$ cat src/sv/frba_pkg.sv
// Shared types and constants for the fenced ring buffer allocator.
// No dependencies; every other file refers to this package by scoped names.
package frba_pkg;

   localparam int RING_W    = 27;  // ring size register and request byte count
   localparam int FENCE_W   = 64;
   localparam int STATUS_W  = 3;
   localparam int OFF_OUT_W = 26;

   localparam logic [STATUS_W-1:0] STAT_OK       = 3'd0;
   localparam logic [STATUS_W-1:0] STAT_BAD_SIZE = 3'd1;
   localparam logic [STATUS_W-1:0] STAT_WRAP_BLK = 3'd2;
   localparam logic [STATUS_W-1:0] STAT_FULL     = 3'd3;
   localparam logic [STATUS_W-1:0] STAT_OVERLAP  = 3'd4;
   localparam logic [STATUS_W-1:0] STAT_QFULL    = 3'd5;

   // Classified request handed from the front end to the allocation engine.
   typedef struct packed {
      logic [RING_W-1:0]  request_bytes;
      logic [FENCE_W-1:0] current_fence;
      logic [FENCE_W-1:0] completed_fence;
      logic               do_reclaim;
      logic               bad_size;
   } cmd_type;

endpackage

$ cat src/sv/frba_front.sv
// Request front end: accepts requests, tracks the last seen completed fence and
// classifies each request before it is queued. Depends on frba_pkg.
module frba_front (
   input  logic                              clock,
   input  logic                              reset,
   input  logic                              req_valid,
   output logic                              req_stall,
   input  logic [frba_pkg::RING_W-1:0]       req_request_bytes,
   input  logic [frba_pkg::FENCE_W-1:0]      req_current_fence,
   input  logic [frba_pkg::FENCE_W-1:0]      req_completed_fence,
   input  logic [frba_pkg::RING_W-1:0]       ring_size,
   input  logic                              queue_full,
   output logic                              push,
   output frba_pkg::cmd_type                 push_cmd
);

   logic [frba_pkg::FENCE_W-1:0] last_seen_ff, last_seen_in;
   logic                         newer;

   assign req_stall = queue_full;
   assign push      = req_valid && !queue_full;
   assign newer     = req_completed_fence > last_seen_ff;

   always_comb begin
      last_seen_in = last_seen_ff;
      if (push && newer) begin
         last_seen_in = req_completed_fence;
      end
   end

   always_comb begin
      push_cmd.request_bytes   = req_request_bytes;
      push_cmd.current_fence   = req_current_fence;
      push_cmd.completed_fence = req_completed_fence;
      push_cmd.do_reclaim      = newer;
      push_cmd.bad_size        = (req_request_bytes == '0) || (ring_size == '0) ||
                                 (req_request_bytes > ring_size);
   end

   always_ff @(posedge clock) begin
      if (reset) begin
         last_seen_ff <= '0;
      end else begin
         last_seen_ff <= last_seen_in;
      end
   end

endmodule

$ cat src/sv/frba_fifo.sv
// Two-entry command queue between the front end and the allocation engine.
// Depends on frba_pkg for the command type.
module frba_fifo (
   input  logic              clock,
   input  logic              reset,
   input  logic              push,
   input  frba_pkg::cmd_type push_cmd,
   output logic              full,
   input  logic              pop,
   output logic              valid,
   output frba_pkg::cmd_type head_cmd
);

   frba_pkg::cmd_type slot_ff [2];
   logic              wr_idx_ff, wr_idx_in;
   logic              rd_idx_ff, rd_idx_in;
   logic [1:0]        fill_ff, fill_in;

   assign full     = fill_ff == 2'd2;
   assign valid    = fill_ff != 2'd0;
   assign head_cmd = slot_ff[rd_idx_ff];

   always_comb begin
      wr_idx_in = push ? ~wr_idx_ff : wr_idx_ff;
      rd_idx_in = pop ? ~rd_idx_ff : rd_idx_ff;
      fill_in   = fill_ff;
      if (push && !pop) begin
         fill_in = fill_ff + 2'd1;
      end else if (pop && !push) begin
         fill_in = fill_ff - 2'd1;
      end
   end

   always_ff @(posedge clock) begin
      if (push) begin
         slot_ff[wr_idx_ff] <= push_cmd;
      end
   end

   always_ff @(posedge clock) begin
      if (reset) begin
         wr_idx_ff <= 1'b0;
         rd_idx_ff <= 1'b0;
         fill_ff   <= 2'd0;
      end else begin
         wr_idx_ff <= wr_idx_in;
         rd_idx_ff <= rd_idx_in;
         fill_ff   <= fill_in;
      end
   end

endmodule

$ cat src/sv/frba_rem.sv
// Bit-serial restoring remainder unit: dividend mod divisor, one dividend bit
// per cycle. Used for the head update on reclaim. Depends on frba_pkg.
module frba_rem #(
   parameter int DVD_W = 28
) (
   input  logic                        clock,
   input  logic                        reset,
   input  logic                        start,
   input  logic [DVD_W-1:0]            dividend,
   input  logic [frba_pkg::RING_W-1:0] divisor,
   output logic                        done,
   output logic [frba_pkg::RING_W-1:0] remainder
);

   localparam int RW    = frba_pkg::RING_W;
   localparam int CNT_W = $clog2(DVD_W + 1);

   logic             busy_ff, busy_in;
   logic             done_ff, done_in;
   logic [CNT_W-1:0] cnt_ff, cnt_in;
   logic [DVD_W-1:0] dvd_ff, dvd_in;
   logic [RW-1:0]    rem_ff, rem_in;
   logic [RW:0]      trial;
   logic [RW:0]      trial_diff;

   assign done      = done_ff;
   assign remainder = rem_ff;

   // rem_ff stays below divisor, so the trial difference fits in RW bits
   assign trial      = {rem_ff, dvd_ff[DVD_W-1]};
   assign trial_diff = trial - {1'b0, divisor};

   always_comb begin
      busy_in = busy_ff;
      done_in = 1'b0;
      cnt_in  = cnt_ff;
      dvd_in  = dvd_ff;
      rem_in  = rem_ff;
      if (start) begin
         busy_in = 1'b1;
         cnt_in  = CNT_W'(DVD_W);
         dvd_in  = dividend;
         rem_in  = '0;
      end else if (busy_ff) begin
         rem_in = (trial >= {1'b0, divisor}) ? trial_diff[RW-1:0] : trial[RW-1:0];
         dvd_in = dvd_ff << 1;
         cnt_in = cnt_ff - 1'b1;
         if (cnt_ff == CNT_W'(1)) begin
            busy_in = 1'b0;
            done_in = 1'b1;
         end
      end
   end

   always_ff @(posedge clock) begin
      cnt_ff <= cnt_in;
      dvd_ff <= dvd_in;
      rem_ff <= rem_in;
   end

   always_ff @(posedge clock) begin
      if (reset) begin
         busy_ff <= 1'b0;
         done_ff <= 1'b0;
      end else begin
         busy_ff <= busy_in;
         done_ff <= done_in;
      end
   end

endmodule

$ cat src/sv/frba_back.sv
// Allocation engine: reclaims completed fence entries, allocates at the tail,
// keeps the pending fence queue memory and the result register.
// Depends on frba_pkg and frba_rem.
module frba_back #(
   parameter int PENDING_ENTRIES = 16,
   parameter int OFFSET_BITS     = 27
) (
   input  logic                                clock,
   input  logic                                reset,
   input  logic                                ring_clear,
   input  logic [frba_pkg::RING_W-1:0]         ring_size,
   input  logic                                cmd_valid,
   input  frba_pkg::cmd_type                   cmd,
   output logic                                cmd_pop,
   output logic                                rsp_valid,
   input  logic                                rsp_stall,
   output logic [frba_pkg::STATUS_W-1:0]       rsp_status,
   output logic [frba_pkg::OFF_OUT_W-1:0]      rsp_offset,
   output logic [frba_pkg::FENCE_W-1:0]        rsp_oldest_fence
);

   localparam int RW     = frba_pkg::RING_W;
   localparam int FW     = frba_pkg::FENCE_W;
   localparam int POS_W  = OFFSET_BITS;
   localparam int WIDE_W = ((OFFSET_BITS > RW) ? OFFSET_BITS : RW) + 1;
   localparam int PTR_W  = $clog2(PENDING_ENTRIES);
   localparam int CNT_W  = $clog2(PENDING_ENTRIES + 1);

   localparam logic [3:0] S_IDLE    = 4'd0;
   localparam logic [3:0] S_RCL_RD  = 4'd1;
   localparam logic [3:0] S_RCL_CHK = 4'd2;
   localparam logic [3:0] S_RCL_MOD = 4'd3;
   localparam logic [3:0] S_RCL_DIV = 4'd4;
   localparam logic [3:0] S_ALLOC   = 4'd5;
   localparam logic [3:0] S_PAD     = 4'd6;
   localparam logic [3:0] S_CHECK   = 4'd7;
   localparam logic [3:0] S_COMMIT  = 4'd8;
   localparam logic [3:0] S_FIN_RD  = 4'd9;
   localparam logic [3:0] S_FIN_OUT = 4'd10;

   logic [3:0]                       state_ff, state_in;
   frba_pkg::cmd_type                cmd_ff, cmd_in;
   logic [RW-1:0]                    head_ff, head_in;
   logic [POS_W-1:0]                 tail_ff, tail_in;
   logic [POS_W-1:0]                 used_ff, used_in;
   logic [POS_W-1:0]                 pad_ff, pad_in;
   logic [PTR_W-1:0]                 rd_ptr_ff, rd_ptr_in;
   logic [PTR_W-1:0]                 wr_ptr_ff, wr_ptr_in;
   logic [PTR_W-1:0]                 newest_slot_ff, newest_slot_in;
   logic [CNT_W-1:0]                 count_ff, count_in;
   logic [FW-1:0]                    newest_key_ff, newest_key_in;
   logic [POS_W-1:0]                 newest_bytes_ff, newest_bytes_in;
   logic [WIDE_W-1:0]                dvd_ff, dvd_in;
   logic [frba_pkg::STATUS_W-1:0]    status_ff, status_in;
   logic [frba_pkg::OFF_OUT_W-1:0]   offset_ff, offset_in;

   logic                             rsp_valid_ff, rsp_valid_in;
   logic [frba_pkg::STATUS_W-1:0]    rsp_status_ff, rsp_status_in;
   logic [frba_pkg::OFF_OUT_W-1:0]   rsp_offset_ff, rsp_offset_in;
   logic [FW-1:0]                    rsp_oldest_ff, rsp_oldest_in;

   // pending fence queue
   logic [FW-1:0]                    key_mem   [PENDING_ENTRIES];
   logic [POS_W-1:0]                 bytes_mem [PENDING_ENTRIES];
   logic [FW-1:0]                    rd_key_ff;
   logic [POS_W-1:0]                 rd_bytes_ff;
   logic                             wr_en;
   logic [PTR_W-1:0]                 wr_addr;
   logic [POS_W-1:0]                 wr_bytes;

   logic                             charge_en;
   logic [POS_W-1:0]                 charge_bytes;
   logic [POS_W-1:0]                 merged_bytes;
   logic                             merges;
   logic                             can_charge;

   logic [WIDE_W-1:0]                ring_w, tail_w, head_w, count_w, used_w;
   logic [WIDE_W-1:0]                tail_end, dvd_diff;
   logic                             rem_start;
   logic                             rem_done;
   logic [RW-1:0]                    rem_value;

   frba_rem #(
      .DVD_W (WIDE_W)
   ) u_rem (
      .clock     (clock),
      .reset     (reset),
      .start     (rem_start),
      .dividend  (dvd_ff),
      .divisor   (ring_size),
      .done      (rem_done),
      .remainder (rem_value)
   );

   assign rsp_valid        = rsp_valid_ff;
   assign rsp_status       = rsp_status_ff;
   assign rsp_offset       = rsp_offset_ff;
   assign rsp_oldest_fence = rsp_oldest_ff;

   assign ring_w   = WIDE_W'(ring_size);
   assign tail_w   = WIDE_W'(tail_ff);
   assign head_w   = WIDE_W'(head_ff);
   assign count_w  = WIDE_W'(cmd_ff.request_bytes);
   assign used_w   = WIDE_W'(used_ff);
   assign tail_end = tail_w + count_w;
   assign dvd_diff = dvd_ff - ring_w;

   // merging only looks at the newest queued entry
   assign merges       = (count_ff != '0) && (newest_key_ff == cmd_ff.current_fence);
   assign can_charge   = merges || (count_ff < CNT_W'(PENDING_ENTRIES));
   assign merged_bytes = newest_bytes_ff + charge_bytes;

   always_comb begin
      state_in      = state_ff;
      cmd_in        = cmd_ff;
      head_in       = head_ff;
      tail_in       = tail_ff;
      used_in       = used_ff;
      pad_in        = pad_ff;
      rd_ptr_in     = rd_ptr_ff;
      count_in      = count_ff;
      dvd_in        = dvd_ff;
      status_in     = status_ff;
      offset_in     = offset_ff;
      rsp_valid_in  = rsp_valid_ff;
      rsp_status_in = rsp_status_ff;
      rsp_offset_in = rsp_offset_ff;
      rsp_oldest_in = rsp_oldest_ff;
      cmd_pop       = 1'b0;
      rem_start     = 1'b0;
      charge_en     = 1'b0;
      charge_bytes  = POS_W'(cmd_ff.request_bytes);

      if (rsp_valid_ff && !rsp_stall) begin
         rsp_valid_in = 1'b0;
      end

      unique case (state_ff)
         S_IDLE: begin
            if (cmd_valid) begin
               cmd_pop   = 1'b1;
               cmd_in    = cmd;
               status_in = frba_pkg::STAT_OK;
               offset_in = '0;
               state_in  = cmd.do_reclaim ? S_RCL_RD : S_ALLOC;
            end
         end
         S_RCL_RD: begin
            // read data for rd_ptr_ff is ready next cycle
            state_in = (count_ff == '0) ? S_ALLOC : S_RCL_CHK;
         end
         S_RCL_CHK: begin
            if (rd_key_ff > cmd_ff.completed_fence) begin
               state_in = S_ALLOC;
            end else begin
               used_in   = (rd_bytes_ff > used_ff) ? '0 : (used_ff - rd_bytes_ff);
               rd_ptr_in = (rd_ptr_ff == PTR_W'(PENDING_ENTRIES - 1)) ? '0 :
                           (rd_ptr_ff + 1'b1);
               count_in  = count_ff - 1'b1;
               if (ring_size == '0) begin
                  head_in  = '0;
                  state_in = S_RCL_RD;
               end else begin
                  dvd_in   = head_w + WIDE_W'(rd_bytes_ff);
                  state_in = S_RCL_MOD;
               end
            end
         end
         S_RCL_MOD: begin
            // a sum below twice the ring size needs at most one subtraction; else long division
            if (dvd_ff < ring_w) begin
               head_in  = RW'(dvd_ff);
               state_in = S_RCL_RD;
            end else if (dvd_diff < ring_w) begin
               head_in  = RW'(dvd_diff);
               state_in = S_RCL_RD;
            end else begin
               rem_start = 1'b1;
               state_in  = S_RCL_DIV;
            end
         end
         S_RCL_DIV: begin
            if (rem_done) begin
               head_in  = rem_value;
               state_in = S_RCL_RD;
            end
         end
         S_ALLOC: begin
            if (cmd_ff.bad_size) begin
               status_in = frba_pkg::STAT_BAD_SIZE;
               state_in  = S_FIN_RD;
            end else if (tail_end > ring_w) begin
               if (head_ff == '0) begin
                  status_in = frba_pkg::STAT_WRAP_BLK;
                  state_in  = S_FIN_RD;
               end else if (!can_charge) begin
                  status_in = frba_pkg::STAT_QFULL;
                  state_in  = S_FIN_RD;
               end else begin
                  pad_in   = (ring_w > tail_w) ? POS_W'(ring_w - tail_w) : '0;
                  state_in = S_PAD;
               end
            end else begin
               state_in = S_CHECK;
            end
         end
         S_PAD: begin
            // padding to the ring end stays charged whatever follows
            charge_en    = 1'b1;
            charge_bytes = pad_ff;
            used_in      = used_ff + pad_ff;
            tail_in      = '0;
            state_in     = S_CHECK;
         end
         S_CHECK: begin
            if (used_w + count_w > ring_w) begin
               status_in = frba_pkg::STAT_FULL;
               state_in  = S_FIN_RD;
            end else if ((tail_w < head_w) && (tail_end > head_w)) begin
               status_in = frba_pkg::STAT_OVERLAP;
               state_in  = S_FIN_RD;
            end else if (!can_charge) begin
               status_in = frba_pkg::STAT_QFULL;
               state_in  = S_FIN_RD;
            end else begin
               state_in = S_COMMIT;
            end
         end
         S_COMMIT: begin
            charge_en = 1'b1;
            offset_in = frba_pkg::OFF_OUT_W'(tail_w);
            tail_in   = POS_W'(tail_end);
            used_in   = POS_W'(used_w + count_w);
            status_in = frba_pkg::STAT_OK;
            state_in  = S_FIN_RD;
         end
         S_FIN_RD: begin
            // lets the queue read catch up with the last write
            state_in = S_FIN_OUT;
         end
         S_FIN_OUT: begin
            if (!rsp_valid_ff || !rsp_stall) begin
               rsp_valid_in  = 1'b1;
               rsp_status_in = status_ff;
               rsp_offset_in = offset_ff;
               rsp_oldest_in = (count_ff != '0) ? rd_key_ff : '0;
               state_in      = S_IDLE;
            end
         end
         default: begin
            state_in = S_IDLE;
         end
      endcase
   end

   // charge bytes to the newest entry or push a new one
   always_comb begin
      wr_ptr_in       = wr_ptr_ff;
      newest_slot_in  = newest_slot_ff;
      newest_key_in   = newest_key_ff;
      newest_bytes_in = newest_bytes_ff;
      wr_en           = 1'b0;
      wr_addr         = wr_ptr_ff;
      wr_bytes        = charge_bytes;
      if (charge_en) begin
         wr_en = 1'b1;
         if (merges) begin
            wr_addr         = newest_slot_ff;
            wr_bytes        = merged_bytes;
            newest_bytes_in = merged_bytes;
         end else begin
            newest_slot_in  = wr_ptr_ff;
            newest_key_in   = cmd_ff.current_fence;
            newest_bytes_in = charge_bytes;
            wr_ptr_in       = (wr_ptr_ff == PTR_W'(PENDING_ENTRIES - 1)) ? '0 :
                              (wr_ptr_ff + 1'b1);
         end
      end
   end

   always_ff @(posedge clock) begin
      if (wr_en) begin
         key_mem[wr_addr]   <= cmd_ff.current_fence;
         bytes_mem[wr_addr] <= wr_bytes;
      end
      rd_key_ff   <= key_mem[rd_ptr_ff];
      rd_bytes_ff <= bytes_mem[rd_ptr_ff];
   end

   always_ff @(posedge clock) begin
      cmd_ff          <= cmd_in;
      pad_ff          <= pad_in;
      dvd_ff          <= dvd_in;
      status_ff       <= status_in;
      offset_ff       <= offset_in;
      newest_slot_ff  <= newest_slot_in;
      newest_key_ff   <= newest_key_in;
      newest_bytes_ff <= newest_bytes_in;
      rsp_status_ff   <= rsp_status_in;
      rsp_offset_ff   <= rsp_offset_in;
      rsp_oldest_ff   <= rsp_oldest_in;
   end

   always_ff @(posedge clock) begin
      if (reset) begin
         state_ff     <= S_IDLE;
         rsp_valid_ff <= 1'b0;
         head_ff      <= '0;
         tail_ff      <= '0;
         used_ff      <= '0;
         rd_ptr_ff    <= '0;
         wr_ptr_ff    <= '0;
         count_ff     <= '0;
      end else begin
         state_ff     <= state_in;
         rsp_valid_ff <= rsp_valid_in;
         if (ring_clear) begin
            head_ff   <= '0;
            tail_ff   <= '0;
            used_ff   <= '0;
            rd_ptr_ff <= '0;
            wr_ptr_ff <= '0;
            count_ff  <= '0;
         end else begin
            head_ff   <= head_in;
            tail_ff   <= tail_in;
            used_ff   <= used_in;
            rd_ptr_ff <= rd_ptr_in;
            wr_ptr_ff <= wr_ptr_in;
            count_ff  <= count_in + CNT_W'(charge_en && !merges);
         end
      end
   end

endmodule

$ cat src/sv/fenced_ring_buffer_allocator.sv
// Fenced ring buffer allocator top level: ring size register, front end,
// command queue and allocation engine. Depends on frba_pkg and all frba_ modules.
//
//  port group  dir  handshake            payload
//  req_*       in   req_valid/req_stall  request_bytes, current_fence, completed_fence
//  rsp_*       out  rsp_valid/rsp_stall  status, offset, oldest_fence
//  csr_*       in   csr_write_enable     write_data (ring size; write empties the ring)
//
// A granted item passes S_ALLOC, S_CHECK, S_COMMIT, S_FIN_RD and S_FIN_OUT, with S_PAD
// when the allocation wraps; a failed check skips to S_FIN_RD. Reclaim retires each
// fence entry via S_RCL_RD, S_RCL_CHK and S_RCL_MOD (no S_RCL_MOD with a zero ring); a
// head update whose sum reaches twice the ring size uses the bit-serial remainder unit.
// Up to two requests queue ahead. Synchronous active-high reset; the fence queue memory
// is not cleared. rsp_stall only holds the result register; the engine works up to it.
module fenced_ring_buffer_allocator #(
   parameter int PENDING_ENTRIES = 16,
   parameter int OFFSET_BITS     = 27
) (
   input  logic                                clock,
   input  logic                                reset,
   input  logic                                req_valid,
   output logic                                req_stall,
   input  logic [frba_pkg::RING_W-1:0]         req_request_bytes,
   input  logic [frba_pkg::FENCE_W-1:0]        req_current_fence,
   input  logic [frba_pkg::FENCE_W-1:0]        req_completed_fence,
   output logic                                rsp_valid,
   input  logic                                rsp_stall,
   output logic [frba_pkg::STATUS_W-1:0]       rsp_status,
   output logic [frba_pkg::OFF_OUT_W-1:0]      rsp_offset,
   output logic [frba_pkg::FENCE_W-1:0]        rsp_oldest_fence,
   input  logic                                csr_write_enable,
   input  logic [frba_pkg::RING_W-1:0]         csr_write_data
);

   logic [frba_pkg::RING_W-1:0] ring_size_ff, ring_size_in;
   logic                        push;
   frba_pkg::cmd_type           push_cmd;
   logic                        queue_full;
   logic                        queue_valid;
   frba_pkg::cmd_type           queue_cmd;
   logic                        queue_pop;

   assign ring_size_in = csr_write_enable ? csr_write_data : ring_size_ff;

   always_ff @(posedge clock) begin
      if (reset) begin
         ring_size_ff <= '0;
      end else begin
         ring_size_ff <= ring_size_in;
      end
   end

   frba_front u_front (
      .clock               (clock),
      .reset               (reset),
      .req_valid           (req_valid),
      .req_stall           (req_stall),
      .req_request_bytes   (req_request_bytes),
      .req_current_fence   (req_current_fence),
      .req_completed_fence (req_completed_fence),
      .ring_size           (ring_size_ff),
      .queue_full          (queue_full),
      .push                (push),
      .push_cmd            (push_cmd)
   );

   frba_fifo u_fifo (
      .clock    (clock),
      .reset    (reset),
      .push     (push),
      .push_cmd (push_cmd),
      .full     (queue_full),
      .pop      (queue_pop),
      .valid    (queue_valid),
      .head_cmd (queue_cmd)
   );

   frba_back #(
      .PENDING_ENTRIES (PENDING_ENTRIES),
      .OFFSET_BITS     (OFFSET_BITS)
   ) u_back (
      .clock            (clock),
      .reset            (reset),
      .ring_clear       (csr_write_enable),
      .ring_size        (ring_size_ff),
      .cmd_valid        (queue_valid),
      .cmd              (queue_cmd),
      .cmd_pop          (queue_pop),
      .rsp_valid        (rsp_valid),
      .rsp_stall        (rsp_stall),
      .rsp_status       (rsp_status),
      .rsp_offset       (rsp_offset),
      .rsp_oldest_fence (rsp_oldest_fence)
   );

   a_no_push_when_full: assert property (@(posedge clock) disable iff (reset)
      push |-> !queue_full)
      else $error("command queue written while full");

   a_no_pop_when_empty: assert property (@(posedge clock) disable iff (reset)
      queue_pop |-> queue_valid)
      else $error("command queue read while empty");

   a_status_range: assert property (@(posedge clock) disable iff (reset)
      rsp_valid |-> (rsp_status <= frba_pkg::STAT_QFULL))
      else $error("result status out of range");

   a_failed_offset_zero: assert property (@(posedge clock) disable iff (reset)
      (rsp_valid && (rsp_status != frba_pkg::STAT_OK)) |-> (rsp_offset == '0))
      else $error("failed allocation reports a nonzero offset");

endmodule

$ cat config.mk
export PLATFORM = sky130hd
export DESIGN_NAME = fenced_ring_buffer_allocator
export DESIGN_NICKNAME = d
export VERILOG_FILES = /design/src/sv/frba_pkg.sv /design/src/sv/frba_front.sv /design/src/sv/frba_fifo.sv /design/src/sv/frba_rem.sv /design/src/sv/frba_back.sv /design/src/sv/fenced_ring_buffer_allocator.sv
export SDC_FILE = /design/constraint.sdc
export NUM_CORES = 2
export LEC_CHECK = 0
export BUFFER_PORTS_ARGS = -buffer_cell sky130_fd_sc_hd__buf_2
export CORE_AREA = 2 2 534 536
export CTS_BUF_LIST = sky130_fd_sc_hd__clkbuf_2 sky130_fd_sc_hd__clkbuf_4 sky130_fd_sc_hd__clkbuf_8
export DETAILED_ROUTE_END_ITERATION = 10
export DIE_AREA = 0 0 536 538
export SLEW_MARGIN = 20
export SYNTH_ARGS = -nofsm -noshare
export SYNTH_HDL_FRONTEND = slang
export SYNTH_SLANG_ARGS = --single-unit
export TNS_END_PERCENT = 20
$ cat constraint.sdc
create_clock -name clock -period 25.2 [get_ports clock]
set_input_delay 2.52 -clock clock [delete_from_list [all_inputs] [get_ports clock]]
set_output_delay 2.52 -clock clock [all_outputs]
set_load 0.05 [all_outputs]
## After elaboration in Yosys (flattened, before gate mapping)

Memory sizes are Yosys's and may differ from the RTL's. A register that Yosys moved wholly into a read port is not among the register bits.
Cells that the tools add are included.

| word-level totals | value |
|---|---|
| memories | 3 |
| word-level logic and storage cells | 211 |
| bits in registers | 684 |
| memory bits (writable) | 1770 |

Memories:

| memory | words | bits a word | read ports | clocked after memory_dff | write ports | RTL line | text |
|---|---|---|---|---|---|---|---|
| u_back.key_mem | 16 | 64 | 1 | 1 | 1 | frba_back.sv:63 | `logic [FW-1:0] key_mem [PENDING_ENTRIES];` |
| u_back.bytes_mem | 16 | 27 | 1 | 1 | 1 | frba_back.sv:64 | `logic [POS_W-1:0] bytes_mem [PENDING_ENTRIES];` |
| u_fifo.slot_ff | 2 | 157 | 1 | 1 | 1 | frba_fifo.sv:14 | `frba_pkg::cmd_type slot_ff [2];` |

| operators by class | value |
|---|---|
| order comparisons | 13 |
| add/subtract/negate cells | 16 |
| reductions and logical operators | 46 |
| multiplexer cells | 71 |
| bitwise operators | 8 |
| equal/unequal tests | 22 |

Operator list:

| kind | count |
|---|---|
| 27-bit two-way mux | 11 |
| 27-bit one-hot mux with 3 select lines | 2 |
| 64-bit greater-than comparator | 2 |
| 27-bit by 27-bit adder with 28-bit output | 3 |
| 28-bit by 27-bit greater-than comparator with 1-bit output | 3 |
| 27-bit greater-than comparator | 3 |
| 27-bit logical NOT | 3 |
| 27-bit subtractor | 3 |
| 64-bit == test | 1 |
| 4-bit two-way mux | 15 |
| 28-bit by 27-bit < comparator with 1-bit output | 2 |
| 28-bit two-way mux | 2 |
| 27-bit adder | 2 |
| 27-bit one-hot mux with 2 select lines | 1 |
| 26-bit one-hot mux with 2 select lines | 1 |
| 4-bit one-hot mux with 11 select lines | 1 |
| 3-bit two-way mux | 10 |
| 28-bit by 27-bit greater-or-equal comparator with 1-bit output | 1 |
| 28-bit by 27-bit subtractor with 28-bit output | 1 |
| 27-bit < comparator | 1 |
| 26-bit two-way mux | 1 |
| 1-bit two-way mux | 21 |
| 4-bit == test, second input constant | 5 |
| 4-bit by 3-bit == test with 1-bit output, second input constant | 4 |
| 31 further kinds | 77 |

## Longest topological paths before layout

| logic depth | value |
|---|---|
| depth after elaboration | 8 |
| mapped depth | 24 |

## Hierarchy

A second synthesis with hierarchy kept.

| second synthesis, totals | value |
|---|---|
| cells, all modules | 7421 |
| area, all modules | 114705.0 um2 |

By module, submodules not included:

| module | instances | seq. area each (um2) | cells each | area each (um2) |
|---|---|---|---|---|
| frba_back | 1 | 60377.9 | 5607 | 91290.1 |
| frba_fifo | 1 | 9529.1 | 510 | 11576.1 |
| frba_front | 1 | 1281.2 | 780 | 6618.8 |
| frba_rem | 1 | 1521.5 | 437 | 4241.6 |
| fenced_ring_buffer_allocator | 1 | 540.5 | 87 | 978.4 |

## Worst setup path before layout

Ideal clock, no wire load.

| timing path | value |
|---|---|
| path type | register -> register |
| start | register u_back.cmd_ff[96] in the netlist's numbering |
| end | memory u_back.bytes_mem[0][0] in the netlist's numbering (enable) |
| data arrival time | 11.395 ns |
| slack | 13.042 ns |
| stages on the path, launching flop included | 10 |
| buffers on the path | 1 |
| required time | 24.436 ns |
| cell sequence | edfxtp_1 -> xor2_1 -> nor4_1 -> nand4_1 -> or4_1 -> nor3_4 -> clkbuf_1 -> mux2i_1 -> inv_1 -> nor4_1 |

| between the ends | value |
|---|---|
| word-level cells in the longest chain between the ends | 4 |

Ends and longest elaborated chain:

| what | RTL line | text |
|---|---|---|
| start: declaration | frba_back.sv:42 | `frba_pkg::cmd_type cmd_ff, cmd_in;` |
| start signal: assignment | frba_back.sv:291 | `cmd_ff <= cmd_in;` |
| 64-bit == test | frba_back.sv:109 | `assign merges = (count_ff != '0) && (newest_key_ff == cmd_ff.current_fence);` |
| 1-bit logical AND | frba_back.sv:109 |  |
| 4-bit two-way mux | frba_back.sv:267 | `if (merges) begin` |
| 4-bit two-way mux | frba_back.sv:265 | `if (charge_en) begin` |
| end: declaration | frba_back.sv:64 |  |

Every way passes these cells.

## Worst setup path in the final report

| timing path | value |
|---|---|
| start | register ring_size_ff[4] in the netlist's numbering |
| end | register u_back.head_ff[7] |

| between the ends | value |
|---|---|
| word-level cells in the longest chain between the ends | 4 |
| elaborated cells on any way between the ends | 10 |
| those cells by class | add/sub (1); order compare (2); eq/ne (2); mux (3); reduce/logical (2) |

Ends and longest elaborated chain:

| what | RTL line | text |
|---|---|---|
| start: declaration | fenced_ring_buffer_allocator.sv:35 | `logic [frba_pkg::RING_W-1:0] ring_size_ff, ring_size_in;` |
| start signal: assignment | fenced_ring_buffer_allocator.sv:49 | `ring_size_ff <= ring_size_in;` |
| 28-bit by 27-bit subtractor with 28-bit output | frba_back.sv:106 | `assign dvd_diff = dvd_ff - ring_w;` |
| 28-bit by 27-bit < comparator with 1-bit output / 27-bit two-way mux (equally long branches) | frba_back.sv:174 | `end else if (dvd_diff < ring_w) begin` |
| 3-bit by 1-bit != test with 1-bit output (no line) / 27-bit two-way mux (equally long branches) | - |  |
| 5-bit AND reduction (no line) / 27-bit one-hot mux with 3 select lines (equally long branches) | - |  |
| end signal: assignment | frba_back.sv:325 | `head_ff <= head_in;` |
| end: declaration | frba_back.sv:43 | `logic [RW-1:0] head_ff, head_in;` |

Parallel ways exist; a longest one is shown, timed or not. The select of a mux whose other input is x is not followed.
A chain may end at the register's enable or synchronous reset.

==> summary.md <==
| Metric | Value |
|---|---|
| Share of cells above drive strength 1 | 23.07% |
| DRC | 0 |
| Max rail drop VDD | about 0.065 mV |
| Total wire length | between 300 and 400 mm |
| Vias | ~66000 |
| Leak | between 40 and 50 nW |
| Setup TNS | 0 ns |
| Netlist Area Pre-Place | around 110000 um2 |
| Hold Slack | about 0.42 ns |
| Final Non-Filler Cells | 11800 |
| Delay-heaviest family, CP | compound AO/OA/AOI/OAI gates |
| Pwr/cell area | 87.72 nW/um2 |
| Setup Buffers After CTS | 0 |
| Final Cycle Share | a little over a quarter |
| Vias/cell | between 5 and 6 |
| Worst slack, placed | 18.40 ns |
| Final GP Congestion | approximately 0.96 |
| Die height | roughly 540 um |
| Startpoint Class | flop |
| Post-synthesis net count | approximately 8000 |
| CTS buffer count | 407 |
| CP Capture Type | flop |
| Longest Clk Path Bufs | 4 |
| Syn_area_per_cell | about 16 um2 |
| Die footprint | 288400 um2 |
| First-pass GRT wire length | between 400 and 500 mm |
| WP data arrival | 7.59 ns |
| Clk_skew | roughly 0.094 ns |
| Hold Path Class | reg2reg |
| Ys flop type | edfxtp_1 |
| Layout Area Growth over Synthesis | 13.10% |
| Setup-failing EPs final | 0 |
| PortBufs | about 280 |
| Total global routing overflow | 0 |
| Critical Path, Cell by Cell | inv_1 -> ha_1 -> a2111o_1 -> o21ai_1 -> o311ai_0 -> o41a_1 -> xor2_1 -> ha_1 -> and3_1 -> a221o_1 -> a221o_1 -> a2111oi_0 -> a21oi_1 -> a211oi_1 -> a211oi_4 -> buf_4 -> nand3b_4 -> a211oi_1 -> a211oi_1 |
| Critical path class | reg2reg |
| Gr usage total | approximately 22% |
| Final Hold Viols | 0 |
| Core area | approximately 280000 um2 |
| CTS tree | yes |
| FFs w/ async S/R, synth | 0% |
| Die W | 536 um |
| # resized after CTS | 0 |
| Most common cell after layout, fill and taps aside | edfxtp_1 |
| Worst setup slack after layout | approximately 18 ns |
| Antenna violations before repair | 35 |
| Dpl hpwl | between 200 and 250 mm |
| Initial Util | roughly 40% |
| IO Count | around 280 |
| Critical Path Max Stage Delay | between 0.7 and 0.8 ns |
| Max Cap Violations | 0 |
| Commonest cells after routing, fill and taps aside | edfxtp_1, ha_1, mux4_2 |
| Post-placement cell count | approximately 11000 |
| Pre-antenna DRT Iters | 6 |
| FMAX | between 0.1 and 0.15 GHz |
| Synth Warn # | 0 |
| Post-synthesis sequential area ratio | approximately two thirds |
| CP Buf/Inv Count | 2 |
| Yosys reg bits | between 2000 and 3000 |
| Vias in the first global route | ~67000 |
| Mapped Cells | ~7100 |
| Number of DRC markers in iteration 0 | approximately 6000 |
| EDFF count, synth | 2226 |
| Worst rel slew slack | between 10% and 20% |
| Final Max Tran Viols | 0 |
| Clk_lat worst skew | just over 1 ns |
| CTS Sinks | 2546 |
| Root buffer cell | clkbuf_8 |
| Worst EP required | between 20 and 30 ns |
| Htree depth | 5 |
| Outcome | completed |
| RSZ-0062 raised after global routing | false |
| Largest net degree at the start of global routing | 77 |
| Drt wl/cell | around 27 um |
| # nets final | 8412 |
| Antenna-violating nets left | 0 |
| Tightest Pin Transition | 1.204 ns |
| CTS clk-pin slew, worst paths | 0.06 ns |
| Distinct cell type count after synthesis | between 90 and 100 |
| Final Critical Period | 6.825 ns |
| FILL cells | ~25000 |
| Most common cell on crit path | a211oi_1 |
| Crit Path Max Fanout | 54 |
| Slowest stage cell, crit path | nand3b_4 |
| Row Count | between 150 and 200 |
| Hold buffer count at cts | 0 |
| Final total power | 11.15 mW |
[stage by stage]
stage,area (um2),utilization [%]
after floorplan,112400,-
after global placement,118600,41.87
after detailed placement,118700,41.89
after CTS,127000,44.83
after global routing,127100,44.87
final,127100,44.88
[synth_stat cells, drive strengths merged (17+ instances only)]
cell type	count	area (um2)
ha	538	6731
nor2	429	1613
nand2b	38	237.7
o21a	45	337.8
a22oi	32	240.2
mux4	455	10250
nor2b	110	688.2
and3	40	250.2
mux2i	122	1221
or2	17	106.4
nand4	80	500.5
xnor2	168	1471
clkbuf	174	653.1
nor3	62	321.6
edfxtp	2226	66840
o211ai	35	262.8
o21bai	35	262.8
a221oi	36	440.4
nand3	59	300.3
inv	329	1235
a211oi	88	780.8
dfxtp	320	6406
a21o	156	1171
buf	69	339.1
nand2	322	1209
nor4	47	294.0
xor2	112	980.9
a21oi	294	1483
a31oi	44	281.5
o21ai	181	905.9
mux2	212	2387
[path summary, 6_finish.rpt]
check                       startpoint                     to  slack, ns  cells after the start
hold reg to reg   u_back.offset_ff[16]  u_back.rsp_offset[16]       0.42                      0
hold / removal    u_back.offset_ff[16]  u_back.rsp_offset[16]       0.42                      0
setup / recovery       ring_size_ff[4]      u_back.head_ff[7]      18.38                     19
setup reg to reg       ring_size_ff[4]      u_back.head_ff[7]      18.38                     19
[state kept, by name, indices dropped and copies added (netlist names), 28 cells and up, named ones only]
| register | cells |
|---|---|
| u_front.last_seen_ff | 64 |
| u_back.dvd_ff | 28 |
| u_back.key_mem | 1024 |
| u_back.rsp_oldest_fence | 64 |
| u_back.newest_key_ff | 64 |
| u_back.rd_key_ff | 64 |
| u_fifo.slot_ff | 314 |
| u_back.bytes_mem | 432 |
| u_back.cmd_ff | 156 |
| u_back.u_rem.dvd_ff | 28 |
[cells by family (layout without fill, tap and decap cells)]
kind of cell | after synthesis | count (layout) | share of synthesized area (%)
buffers and inverters | 573 | 1480 | 1.985
AO/OA/AOI/OAI | 1112 | 1112 | 6.824
XOR/XNOR | 280 | 280 | 2.182
AND/OR/NAND/NOR | 1269 | 1269 | 5.362
adder cells (fa/ha/maj) | 547 | 547 | 6.149
flip-flops | 2546 | 2546 | 65.17
multiplexers | 789 | 789 | 12.33
other | 0 | 19 | 0
[per-layer routing]
metal  wire [um]  GRT usage, %  vias to the layer above
li1            -             -                    29090
met1      131700         28.26                    34010
met2      153600         36.15                     2177
met3       17100         2.937                      588
met4       16540         10.23                        2
met5          13             0                        -
[where the power goes]
| group | leakage, nW | switching (mW) | internal, mW |
|---|---|---|---|
| Sequential | 22.8 | 0.372 | 5.22 |
| Clock | 4.43 | 1.66 | 1.97 |
| Combinational | 17.0 | 1.22 | 0.711 |
[cell type report]
cell class,instances,area [um2],area share (%)
Antenna cell,19,47.55,0.03740
Clock inverter,172,1237,0.9734
Inverter,330,1246,0.9803
Timing Repair Buffer,396,2366,1.861
Clock buffer,582,7097,5.583
Tap cell,3762,4707,3.703
Sequential cell,2546,73270,57.64
Multi-Input combinational cell,3997,37150,29.23
Note: power is estimated with default switching activity, not from simulation.
